`src/hw/rtl/ir_tape_hole_counter_unit_defines.svh`:
```
// assertion macros shared by the hole counter rtl
// expects clk and arst_n in the scope where a macro is used
`ifndef IR_TAPE_HOLE_COUNTER_UNIT_DEFINES_SVH
`define IR_TAPE_HOLE_COUNTER_UNIT_DEFINES_SVH

// condition holds at every edge out of reset
`define ITHC_ASSERT_ALWAYS(label, cond, msg) \
	label: assert property (@(posedge clk) disable iff (!arst_n) (cond)) else $error(msg);

// consequent holds in the same cycle as the antecedent
`define ITHC_ASSERT_IMPLY(label, ante, cons, msg) \
	label: assert property (@(posedge clk) disable iff (!arst_n) (ante) |-> (cons)) else $error(msg);

// consequent holds in the cycle after the antecedent
`define ITHC_ASSERT_NEXT(label, ante, cons, msg) \
	label: assert property (@(posedge clk) disable iff (!arst_n) (ante) |=> (cons)) else $error(msg);

`endif

```
`src/hw/rtl/ithc_pkg.sv`:
```
// types, constants and lookup tables for the ir tape hole counter
// no dependencies; imported by every rtl module of the block
package ithc_pkg;

	localparam int SAMPLE_BITS = 12;
	localparam int COUNT_BITS  = 16;
	localparam int SHOWN_BITS  = 15;
	localparam int SEG_BITS    = 7;
	localparam int PITCH_BITS  = 5;
	localparam int THR_BITS    = 12;
	localparam int CFG_DATA_BITS = 12;
	localparam int CFG_IDX_BITS  = 2;

	// queue between front and back, depth must be a power of two
	localparam int FIFO_DEPTH = 4;
	localparam int FIFO_AW    = $clog2(FIFO_DEPTH);

	// floor(n / p) = (n * ceil(2^23 / p)) >> 23 for n below 2^18, p up to 31
	localparam int RECIP_BITS  = 24;
	localparam int RECIP_SHIFT = 23;
	localparam int PROD_BITS   = 42;

	// decimal split by reciprocal multiply
	localparam logic [15:0] DIV1000_M = 16'd33555;  // shift 25
	localparam logic [10:0] DIV100_M  = 11'd1311;   // shift 17
	localparam logic [7:0]  DIV10_M   = 8'd205;     // shift 11

	typedef enum logic {
		CMD_SAMPLE = 1'b0,
		CMD_CLEAR  = 1'b1
	} ithc_cmd_t;

	typedef enum logic [1:0] {
		EVT_NONE = 2'd0,
		EVT_UP   = 2'd1,
		EVT_DOWN = 2'd2
	} ithc_step_t;

	typedef enum logic [CFG_IDX_BITS-1:0] {
		CFG_MODE  = 2'd0,
		CFG_PITCH = 2'd1,
		CFG_HIGH  = 2'd2,
		CFG_LOW   = 2'd3
	} ithc_cfg_idx_t;

	typedef struct packed {
		logic                  two_sensor_mode;
		logic [PITCH_BITS-1:0] pitch_mm;
		logic [THR_BITS-1:0]   high_threshold;
		logic [THR_BITS-1:0]   low_threshold;
	} ithc_cfg_t;

	// one classified word handed from front to back
	typedef struct packed {
		logic                         clear;
		logic                         changed;
		logic signed [COUNT_BITS-1:0] count;
		ithc_step_t                   step;
	} ithc_item_t;

	// ceil(2^23 / p), pitch zero uses the pitch one entry
	function automatic logic [RECIP_BITS-1:0] pitch_recip(input logic [PITCH_BITS-1:0] p);
		logic [RECIP_BITS-1:0] r;
		unique case (p)
			5'd0:  r = 24'd8388608;
			5'd1:  r = 24'd8388608;
			5'd2:  r = 24'd4194304;
			5'd3:  r = 24'd2796203;
			5'd4:  r = 24'd2097152;
			5'd5:  r = 24'd1677722;
			5'd6:  r = 24'd1398102;
			5'd7:  r = 24'd1198373;
			5'd8:  r = 24'd1048576;
			5'd9:  r = 24'd932068;
			5'd10: r = 24'd838861;
			5'd11: r = 24'd762601;
			5'd12: r = 24'd699051;
			5'd13: r = 24'd645278;
			5'd14: r = 24'd599187;
			5'd15: r = 24'd559241;
			5'd16: r = 24'd524288;
			5'd17: r = 24'd493448;
			5'd18: r = 24'd466034;
			5'd19: r = 24'd441506;
			5'd20: r = 24'd419431;
			5'd21: r = 24'd399458;
			5'd22: r = 24'd381301;
			5'd23: r = 24'd364723;
			5'd24: r = 24'd349526;
			5'd25: r = 24'd335545;
			5'd26: r = 24'd322639;
			5'd27: r = 24'd310690;
			5'd28: r = 24'd299594;
			5'd29: r = 24'd289263;
			5'd30: r = 24'd279621;
			5'd31: r = 24'd270601;
		endcase
		return r;
	endfunction

	function automatic logic [SEG_BITS-1:0] seg_pattern(input logic [3:0] digit);
		logic [SEG_BITS-1:0] pat;
		case (digit)
			4'd0: pat = 7'h77;
			4'd1: pat = 7'h24;
			4'd2: pat = 7'h5D;
			4'd3: pat = 7'h5B;
			4'd4: pat = 7'h3A;
			4'd5: pat = 7'h6B;
			4'd6: pat = 7'h6F;
			4'd7: pat = 7'h52;
			4'd8: pat = 7'h7F;
			4'd9: pat = 7'h7A;
			default: pat = '0;
		endcase
		return pat;
	endfunction

endpackage

```
`src/hw/rtl/ithc_front.sv`:
```
// front end: hysteresis latches, step detection and the saturating hole counter
// depends on ithc_pkg; writes one classified word per accepted input
module ithc_front
	import ithc_pkg::*;
(
	input  logic                   clk,
	input  logic                   arst_n,
	input  ithc_cfg_t              cfg,
	input  logic                   push,
	output logic                   full,
	input  logic                   cmd,
	input  logic [SAMPLE_BITS-1:0] sample_a,
	input  logic [SAMPLE_BITS-1:0] sample_b,
	input  logic                   fifo_full,
	output logic                   wr_en,
	output ithc_item_t             wr_item
);

	logic                         level_a_q;
	logic                         level_b_q;
	logic [1:0]                   prev_pair_q;
	logic                         single_level_q;
	logic                         single_prev_q;
	logic signed [COUNT_BITS-1:0] count_q;

	logic                         la_n;
	logic                         lb_n;
	logic                         sl_n;
	logic [1:0]                   pair_n;
	ithc_step_t                   step;
	logic                         changed;
	logic                         clear;
	logic signed [COUNT_BITS-1:0] count_n;
	logic                         accept;

	function automatic logic hyst(input logic level, input logic [SAMPLE_BITS-1:0] smp,
		input logic [THR_BITS-1:0] hi, input logic [THR_BITS-1:0] lo);
		logic res;
		// high test wins when thresholds cross
		if (smp > hi) res = 1'b1;
		else if (smp < lo) res = 1'b0;
		else res = level;
		return res;
	endfunction

	assign accept = push && !fifo_full;
	assign full   = fifo_full;
	assign clear  = (ithc_cmd_t'(cmd) == CMD_CLEAR);

	always_comb begin
		la_n   = hyst(level_a_q, sample_a, cfg.high_threshold, cfg.low_threshold);
		lb_n   = hyst(level_b_q, sample_b, cfg.high_threshold, cfg.low_threshold);
		sl_n   = hyst(single_level_q, sample_a, cfg.high_threshold, cfg.low_threshold);
		pair_n = {lb_n, la_n};
		step   = EVT_NONE;
		if (!clear) begin
			if (cfg.two_sensor_mode) begin
				// leaving 11 gives the direction
				if (prev_pair_q == 2'b11) begin
					if (pair_n == 2'b01) step = EVT_UP;
					else if (pair_n == 2'b10) step = EVT_DOWN;
				end
			end else if (sl_n && !single_prev_q) begin
				step = EVT_UP;
			end
		end
		changed = ((step == EVT_UP) && (count_q != {1'b0, {(COUNT_BITS-1){1'b1}}})) ||
			((step == EVT_DOWN) && (count_q != {1'b1, {(COUNT_BITS-1){1'b0}}}));
		count_n = (step == EVT_UP) ? count_q + 16'sd1 : count_q - 16'sd1;

		wr_item.clear   = clear;
		wr_item.changed = changed;
		wr_item.step    = step;
		if (clear) wr_item.count = '0;
		else if (changed) wr_item.count = count_n;
		else wr_item.count = count_q;
	end

	assign wr_en = accept;

	always_ff @(posedge clk or negedge arst_n) begin
		if (!arst_n) begin
			level_a_q      <= 1'b1;
			level_b_q      <= 1'b1;
			prev_pair_q    <= 2'b00;
			single_level_q <= 1'b0;
			single_prev_q  <= 1'b1;
			count_q        <= '0;
		end else if (accept) begin
			count_q <= wr_item.count;
			if (!clear) begin
				if (cfg.two_sensor_mode) begin
					level_a_q   <= la_n;
					level_b_q   <= lb_n;
					prev_pair_q <= pair_n;
				end else begin
					single_level_q <= sl_n;
					single_prev_q  <= sl_n;
				end
			end
		end
	end

endmodule

```
`src/hw/rtl/ithc_fifo.sv`:
```
// short word queue between the front end and the back end
// depends on ithc_pkg and the assertion macro header
`include "ir_tape_hole_counter_unit_defines.svh"

module ithc_fifo
	import ithc_pkg::*;
(
	input  logic       clk,
	input  logic       arst_n,
	input  logic       wr_en,
	input  ithc_item_t wr_item,
	input  logic       rd_en,
	output ithc_item_t rd_item,
	output logic       full,
	output logic       empty
);

	localparam int CNT_W = FIFO_AW + 1;

	ithc_item_t         mem_q [FIFO_DEPTH];
	logic [FIFO_AW-1:0] wr_ptr_q;
	logic [FIFO_AW-1:0] rd_ptr_q;
	logic [CNT_W-1:0]   cnt_q;
	logic               do_wr;
	logic               do_rd;

	assign full    = (cnt_q == CNT_W'(FIFO_DEPTH));
	assign empty   = (cnt_q == '0);
	assign do_wr   = wr_en && !full;
	assign do_rd   = rd_en && !empty;
	assign rd_item = mem_q[rd_ptr_q];

	always_ff @(posedge clk) begin
		if (do_wr) mem_q[wr_ptr_q] <= wr_item;
	end

	always_ff @(posedge clk or negedge arst_n) begin
		if (!arst_n) begin
			wr_ptr_q <= '0;
			rd_ptr_q <= '0;
			cnt_q    <= '0;
		end else begin
			if (do_wr) wr_ptr_q <= wr_ptr_q + 1'b1;
			if (do_rd) rd_ptr_q <= rd_ptr_q + 1'b1;
			if (do_wr && !do_rd) cnt_q <= cnt_q + 1'b1;
			else if (do_rd && !do_wr) cnt_q <= cnt_q - 1'b1;
		end
	end

	`ITHC_ASSERT_ALWAYS(a_fifo_bound, cnt_q <= CNT_W'(FIFO_DEPTH), "fifo count above depth")
	`ITHC_ASSERT_ALWAYS(a_fifo_ptrs, (wr_ptr_q - rd_ptr_q) == cnt_q[FIFO_AW-1:0], "fifo pointers disagree with count")
	`ITHC_ASSERT_NEXT(a_fifo_grow, do_wr && !do_rd, cnt_q == $past(cnt_q) + 1'b1, "fifo count missed a write")

endmodule

```
`src/hw/rtl/ithc_back.sv`:
```
// back end: shown value by reciprocal multiply, decimal split, segment patterns
// depends on ithc_pkg and the assertion macro header; owns the result register
`include "ir_tape_hole_counter_unit_defines.svh"

module ithc_back
	import ithc_pkg::*;
(
	input  logic                         clk,
	input  logic                         arst_n,
	input  logic [PITCH_BITS-1:0]        pitch_mm,
	input  ithc_item_t                   rd_item,
	input  logic                         fifo_empty,
	output logic                         rd_en,
	output logic                         empty,
	input  logic                         pop,
	output logic signed [COUNT_BITS-1:0] hole_count,
	output logic [SHOWN_BITS-1:0]        shown_value,
	output logic [1:0]                   step_event,
	output logic [SEG_BITS-1:0]          seg_hundreds,
	output logic [SEG_BITS-1:0]          seg_tens,
	output logic [SEG_BITS-1:0]          seg_ones
);

	typedef enum logic [3:0] {
		ST_IDLE,
		ST_DIV,
		ST_SAT,
		ST_MOD,
		ST_REM,
		ST_HUN,
		ST_LOW,
		ST_TEN,
		ST_DONE
	} state_t;

	state_t                       state_q;
	ithc_item_t                   item_q;
	logic [SHOWN_BITS-1:0]        shown_q;
	logic [PROD_BITS-1:0]         prod_q;
	logic [9:0]                   rem_q;
	logic [3:0]                   hund_q;
	logic [6:0]                   low_q;
	logic                         out_valid_q;
	logic signed [COUNT_BITS-1:0] hole_count_q;
	logic [SHOWN_BITS-1:0]        shown_value_q;
	logic [1:0]                   step_event_q;
	logic [SEG_BITS-1:0]          seg_hundreds_q;
	logic [SEG_BITS-1:0]          seg_tens_q;
	logic [SEG_BITS-1:0]          seg_ones_q;

	logic [COUNT_BITS-1:0]        mag;
	logic [17:0]                  mag4;
	logic [15:0]                  rem_full;
	logic [9:0]                   low_full;
	logic [6:0]                   ones_full;
	logic [3:0]                   tens;
	logic                         slot_free;

	always_comb begin
		mag       = item_q.count[COUNT_BITS-1] ? COUNT_BITS'(-item_q.count)
			: COUNT_BITS'(item_q.count);
		mag4      = {mag, 2'b00};
		// shown mod 1000 from the registered quotient
		rem_full  = {1'b0, shown_q} - 16'(prod_q[30:25]) * 16'd1000;
		low_full  = rem_q - 10'(prod_q[20:17]) * 10'd100;
		tens      = prod_q[14:11];
		ones_full = low_q - 7'(tens) * 7'd10;
	end

	assign slot_free = !out_valid_q || pop;
	assign rd_en     = (state_q == ST_IDLE) && !fifo_empty;

	always_ff @(posedge clk or negedge arst_n) begin
		if (!arst_n) begin
			state_q        <= ST_IDLE;
			item_q         <= '0;
			shown_q        <= '0;
			prod_q         <= '0;
			rem_q          <= '0;
			hund_q         <= '0;
			low_q          <= '0;
			out_valid_q    <= 1'b0;
			hole_count_q   <= '0;
			shown_value_q  <= '0;
			step_event_q   <= '0;
			seg_hundreds_q <= '0;
			seg_tens_q     <= '0;
			seg_ones_q     <= '0;
		end else begin
			// the done state reloads the output register itself
			if (out_valid_q && pop && (state_q != ST_DONE)) out_valid_q <= 1'b0;
			unique case (state_q)
				ST_IDLE: begin
					if (!fifo_empty) begin
						item_q <= rd_item;
						if (rd_item.clear) shown_q <= '0;
						state_q <= rd_item.changed ? ST_DIV : ST_MOD;
					end
				end
				ST_DIV: begin
					prod_q  <= {24'b0, mag4} * {18'b0, pitch_recip(pitch_mm)};
					state_q <= ST_SAT;
				end
				ST_SAT: begin
					// quotient above 15 bits saturates
					shown_q <= (|prod_q[PROD_BITS-1:RECIP_SHIFT+SHOWN_BITS]) ? '1
						: prod_q[RECIP_SHIFT+SHOWN_BITS-1:RECIP_SHIFT];
					state_q <= ST_MOD;
				end
				ST_MOD: begin
					prod_q  <= PROD_BITS'(shown_q) * PROD_BITS'(DIV1000_M);
					state_q <= ST_REM;
				end
				ST_REM: begin
					rem_q   <= rem_full[9:0];
					state_q <= ST_HUN;
				end
				ST_HUN: begin
					prod_q  <= PROD_BITS'(rem_q) * PROD_BITS'(DIV100_M);
					state_q <= ST_LOW;
				end
				ST_LOW: begin
					hund_q  <= prod_q[20:17];
					low_q   <= low_full[6:0];
					state_q <= ST_TEN;
				end
				ST_TEN: begin
					prod_q  <= PROD_BITS'(low_q) * PROD_BITS'(DIV10_M);
					state_q <= ST_DONE;
				end
				ST_DONE: begin
					if (slot_free) begin
						out_valid_q    <= 1'b1;
						hole_count_q   <= item_q.count;
						shown_value_q  <= shown_q;
						step_event_q   <= item_q.step;
						seg_hundreds_q <= seg_pattern(hund_q);
						seg_tens_q     <= seg_pattern(tens);
						seg_ones_q     <= seg_pattern(ones_full[3:0]);
						state_q        <= ST_IDLE;
					end
				end
				default: state_q <= ST_IDLE;
			endcase
		end
	end

	assign empty        = !out_valid_q;
	assign hole_count   = hole_count_q;
	assign shown_value  = shown_value_q;
	assign step_event   = step_event_q;
	assign seg_hundreds = seg_hundreds_q;
	assign seg_tens     = seg_tens_q;
	assign seg_ones     = seg_ones_q;

	`ITHC_ASSERT_IMPLY(a_back_rem, state_q == ST_HUN, rem_q < 10'd1000, "mod 1000 out of range")
	`ITHC_ASSERT_IMPLY(a_back_low, state_q == ST_TEN, low_q < 7'd100, "mod 100 out of range")
	`ITHC_ASSERT_IMPLY(a_back_digits, state_q == ST_DONE, (tens < 4'd10) && (hund_q < 4'd10), "bad digit")

endmodule

```
`src/hw/rtl/ir_tape_hole_counter_unit.sv`:
```
// top level of the ir tape hole counter: configuration registers and block wiring
// depends on ithc_pkg, ithc_front, ithc_fifo and ithc_back
//
// Counts tape holes from pairs of 12-bit IR sensor samples with hysteresis, in
// one-sensor rising-edge mode or two-sensor direction mode, and returns one
// result word per input word: signed count, shown parts count
// floor(|count|*4/pitch) saturated at 32767, step event and three seven-segment
// patterns of the shown value mod 1000. The front end classifies and counts one
// word per cycle into a four-word queue while the queue is not full; the back
// end sequencer then does reciprocal multiply, saturation and decimal split on
// a word whose count changed and only the decimal split on any other word, and
// reads no new word before it is done with the last. A finished word waits in
// an output register while the next one is worked on. Configuration writes are
// always ready and take effect on the next cycle; write them only while idle.
module ir_tape_hole_counter_unit
	import ithc_pkg::*;
(
	input  logic                         clk,
	input  logic                         arst_n,
	input  logic                         push,
	output logic                         full,
	input  logic                         cmd,
	input  logic [SAMPLE_BITS-1:0]       sample_a,
	input  logic [SAMPLE_BITS-1:0]       sample_b,
	output logic                         empty,
	input  logic                         pop,
	output logic signed [COUNT_BITS-1:0] hole_count,
	output logic [SHOWN_BITS-1:0]        shown_value,
	output logic [1:0]                   step_event,
	output logic [SEG_BITS-1:0]          seg_hundreds,
	output logic [SEG_BITS-1:0]          seg_tens,
	output logic [SEG_BITS-1:0]          seg_ones,
	input  logic                         cfg_valid,
	output logic                         cfg_ready,
	input  logic [CFG_IDX_BITS-1:0]      cfg_index,
	input  logic [CFG_DATA_BITS-1:0]     cfg_data
);

	ithc_cfg_t  cfg_q;
	logic       fifo_full;
	logic       fifo_empty;
	logic       wr_en;
	logic       rd_en;
	ithc_item_t wr_item;
	ithc_item_t rd_item;

	assign cfg_ready = 1'b1;

	always_ff @(posedge clk or negedge arst_n) begin
		if (!arst_n) begin
			cfg_q.two_sensor_mode <= 1'b0;
			cfg_q.pitch_mm        <= 5'd4;
			cfg_q.high_threshold  <= 12'd450;
			cfg_q.low_threshold   <= 12'd300;
		end else if (cfg_valid && cfg_ready) begin
			unique case (ithc_cfg_idx_t'(cfg_index))
				CFG_MODE:  cfg_q.two_sensor_mode <= cfg_data[0];
				CFG_PITCH: cfg_q.pitch_mm        <= cfg_data[PITCH_BITS-1:0];
				CFG_HIGH:  cfg_q.high_threshold  <= cfg_data[THR_BITS-1:0];
				CFG_LOW:   cfg_q.low_threshold   <= cfg_data[THR_BITS-1:0];
			endcase
		end
	end

	ithc_front u_front (
		.clk       (clk),
		.arst_n    (arst_n),
		.cfg       (cfg_q),
		.push      (push),
		.full      (full),
		.cmd       (cmd),
		.sample_a  (sample_a),
		.sample_b  (sample_b),
		.fifo_full (fifo_full),
		.wr_en     (wr_en),
		.wr_item   (wr_item)
	);

	ithc_fifo u_fifo (
		.clk     (clk),
		.arst_n  (arst_n),
		.wr_en   (wr_en),
		.wr_item (wr_item),
		.rd_en   (rd_en),
		.rd_item (rd_item),
		.full    (fifo_full),
		.empty   (fifo_empty)
	);

	ithc_back u_back (
		.clk          (clk),
		.arst_n       (arst_n),
		.pitch_mm     (cfg_q.pitch_mm),
		.rd_item      (rd_item),
		.fifo_empty   (fifo_empty),
		.rd_en        (rd_en),
		.empty        (empty),
		.pop          (pop),
		.hole_count   (hole_count),
		.shown_value  (shown_value),
		.step_event   (step_event),
		.seg_hundreds (seg_hundreds),
		.seg_tens     (seg_tens),
		.seg_ones     (seg_ones)
	);

endmodule
```
`config.mk`:
```
export PLATFORM = sky130hd
export DESIGN_NAME = ir_tape_hole_counter_unit
export DESIGN_NICKNAME = d
export VERILOG_FILES = /design/src/hw/rtl/ithc_pkg.sv /design/src/hw/rtl/ithc_front.sv /design/src/hw/rtl/ithc_fifo.sv /design/src/hw/rtl/ithc_back.sv /design/src/hw/rtl/ir_tape_hole_counter_unit.sv
export VERILOG_INCLUDE_DIRS = /design/src /design/src/hw/rtl
export SDC_FILE = /design/constraint.sdc
export NUM_CORES = 2
export LEC_CHECK = 0
export ABC_AREA = 0
export CORE_MARGIN = 2
export CORE_UTILIZATION = 57
export CTS_CLUSTER_SIZE = 12
export DETAILED_ROUTE_END_ITERATION = 6
export DONT_BUFFER_PORTS = 1
export PLACE_DENSITY_LB_ADDON = 0.3
export SLEW_MARGIN = 5
export SYNTH_ARGS = -nofsm -noshare
export SYNTH_HDL_FRONTEND = slang
export SYNTH_SLANG_ARGS = --single-unit
```
`constraint.sdc`:
```
create_clock -name clk -period 8.2 [get_ports clk]
set_input_delay 1.23 -clock clk [delete_from_list [all_inputs] [get_ports clk]]
set_output_delay 1.23 -clock clk [all_outputs]
set_load 0.01 [all_outputs]
```
==> flow_summary.yaml <==
global_routing:
  grt_pass1_wl_mm: 134
  gr-total-overflow: 0
  antenna_found_initial: 1
  grt_use_total: 0.285
  grt_pass1_vias: 25200
  grt_max_degree: 200
place:
  globalplace.congestion: 0.951
  post-dp-hpwl_mm: 65.7
  io_buffers: 0
cells_and_area:
  fin_nets: 4218
  n_fill_cell: 4729
  drive_gt1_frac: 0.0909
  syn2layout_area_growth_pct: 7.27
critical_path:
  startpoint_type: "flip-flop"
  max_stage_delay_ns: 0.55
  critPathKind: "flip-flop to flip-flop"
  endpoint_kind: "flip-flop"
  required_ns: 8.62
  worst-path-max-fanout: 5
  cpMostUsedCell: "fa_1"
  arrival_ns: 8.30
  crit_slowest_cell: "fa_1"
clock_tree:
  cts_sinks: 279
  worstSkewPairLatency_ns: 0.58
  clkTransAtPathRegs_ns: 0.06
  htree_levels: 1
  holdBufCountCts: 0
  cts_buffers: 29
  tritoncts: "yes"
  cts_buffer_depth: 3
  root_buffer: "clkbuf_16"
timing:
  layout_min_cycle_time_ns: 7.88
  slew_viol_final: 0
  worst_pin_slew_ns: 1.27
  timing.final.crit_share: 0.961
  holdWs_ns: 0.353
  skew_ns: 0.0198
  setup-violations-final: 0
  timing.fmax_mhz: 127
  timing.slew.headroom: 0.147
  fin_setup_tns_ns: 0
  hold_violations: 0
routing:
  wirelength_mm: 82.0
  routedWlPerCell_um: 19.8
  vias_per_cell: 5.73
  ant_nets: 0
  drt-pass1-iter-count: 5
  drc: 0
  drt_iter0_drc: 1822
  num_vias: 23800
yosys:
  seq_area_frac_synth: 0.228
  yosysUniqueCellTypes: 89
  synth_area_um2: 32500
  yosys_warnings: 0
  netlist_instances: 3353
  synth_top_area_share: 0.234
  synth_nets: 4205
  ys_top_cells_by_count: "634 x inv_1, 428 x ha_1, 404 x nand2_1, 380 x fa_1, 187 x dfrtp_1"
  ys.flop_type: "dfrtp_1"
  syn_avg_cell_area_um2: 9.69
  synth_most_common_cell: "inv_1"
  synth_edf_count: 80
  synth_seq_cells: 279
  synth_area_leaders: "fa_1 23%, ha_1 16%, dfrtp_1 14%"
  yosys.area.top_type: "fa_1"
  synth_async_sr_flop_share: 0.713
floorplan:
  core_um2: 56400
  ioPinCount: 101
  die_x_um: 243
  start_util: 0.576
  dieHeight_um: 243
  dieArea_um2: 58900
  num_rows: 87
min_path:
  hold_class: "input port to async pin"
run_status:
  status: "complete, no violations"
run:
  maxCapViolCount: 0
==> cell usage in the layout, fill, tap and decap left out, types with 25 or more instances in the layout <==
master,count
a21o_1,47
a21oi_1,95
and2_1,64
buf_4,97
clkbuf_16,30
dfrtp_1,187
edfxtp_1,80
fa_1,380
ha_1,427
inv_1,634
mux2_2,83
nand2_1,404
nand2b_1,25
nand3_1,30
nor2_1,168
nor2b_1,28
o21ai_0,128
xnor2_1,66
xor2_1,46
==> critical path: cells and delay by family (launching register included) <==
family | cells | cell delay (ns)
DFF | 1 | 0.38
adders and majority gates | 7 | 3.28
xor gates and xnor gates | 2 | 0.41
buffers and inverters | 5 | 0.38
and+or+nand+nor | 6 | 1.78
AOI/OAI and AO/OA | 9 | 1.49
==> registers in the layout (all words and copies together), names as in the netlist, 4 cells and up <==
name / cells
cfg_q: 30
u_back.hole_count: 16
u_back.hund_q: 4
u_back.item_q: 18
u_back.low_q: 7
u_back.prod_q: 27
u_back.rem_q: 10
u_back.seg_hundreds: 7
u_back.seg_ones: 7
u_back.seg_tens: 7
u_back.shown_q: 15
u_back.shown_value: 15
u_back.state_q: 4
u_fifo.mem_q: 80
u_front.count_q: 16
==> what timing repair did <==
item,CTS,global route
endpoints found under the setup margin,0,17
buffers inserted,0,3
resized for setup,0,35
==> logic make-up (layout without fill, tap and decap cells) <==
| group | count (synthesis) | after routing | synth area share |
|---|---|---|---|
| buffers and inverters | 753 | 789 | 0.0877 |
| DFF | 279 | 279 | 0.228 |
| other | 1 | 4 | 0.000115 |
| muxes | 119 | 119 | 0.0484 |
| adders and majority gates | 808 | 808 | 0.399 |
| and+or+nand+nor | 816 | 816 | 0.113 |
| xor gates and xnor gates | 121 | 121 | 0.0326 |
| AOI/OAI and AO/OA | 456 | 456 | 0.0911 |
==> final cells by class <==
cell class	instances	area (um^2)	share of cell area
Inverter	635	2380	0.0684
Clock buffer	48	828	0.0238
Antenna cell	3	7.51	0.000215
Clock inverter	6	76.3	0.00219
Tap cell	756	946	0.0271
Sequential cell	279	7400	0.212
Timing Repair Buffer	100	771	0.0221
Multi-Input combinational cell	2321	22400	0.644
==> path summary, 6_finish.rpt <==
check                                         startpoint                            endpoint  slack [ns]  depth (start not counted)
min in group clk           u_back.prod_q[39]$_DFFE_PN0P_       u_back.prod_q[39]$_DFFE_PN0P_        0.48                          2
max                         u_back.item_q[5]$_DFFE_PN0P_       u_back.prod_q[40]$_DFFE_PN0P_        0.32                         29
min reg2reg                u_back.prod_q[39]$_DFFE_PN0P_       u_back.prod_q[39]$_DFFE_PN0P_        0.48                          2
min                                               arst_n    u_back.hole_count[5]$_DFFE_PN0P_        0.35                          0
max in group asynchronous                         arst_n  u_back.seg_hundreds[4]$_DFFE_PN0P_        7.43                          0
max reg2reg                 u_back.item_q[5]$_DFFE_PN0P_       u_back.prod_q[40]$_DFFE_PN0P_        0.32                         29
==> per-stage QoR <==
| stage | cells | setup slack, ns | utilization | cell area [um^2] |
|---|---|---|---|---|
| 2_1_floorplan | 3353 | 0.363 | - | 32500 |
| 3_3_place_gp | 4088 | 0.250 | 0.599 | 33800 |
| 3_5_place_dp | 4088 | 0.118 | 0.599 | 33800 |
| 4_1_cts | 4142 | 0.126 | 0.615 | 34700 |
| 5_1_grt | 4148 | -0.00718 | 0.618 | 34900 |
| 6_report | 4148 | 0.322 | 0.618 | 34900 |
==> metal layers <==
layer	global-route usage	part of all wire	routed length (um)	vias up
met5	0	0	0	-
met1	0.382	0.42	34200	12000
met4	0.109	0.043	3520	0
met2	0.479	0.48	39400	722
li1	-	-	-	10900
met3	0.0321	0.059	4860	167
Power is not shown: default switching activity piles up to over one toggle a cycle in this logic, so the estimate is an artifact.
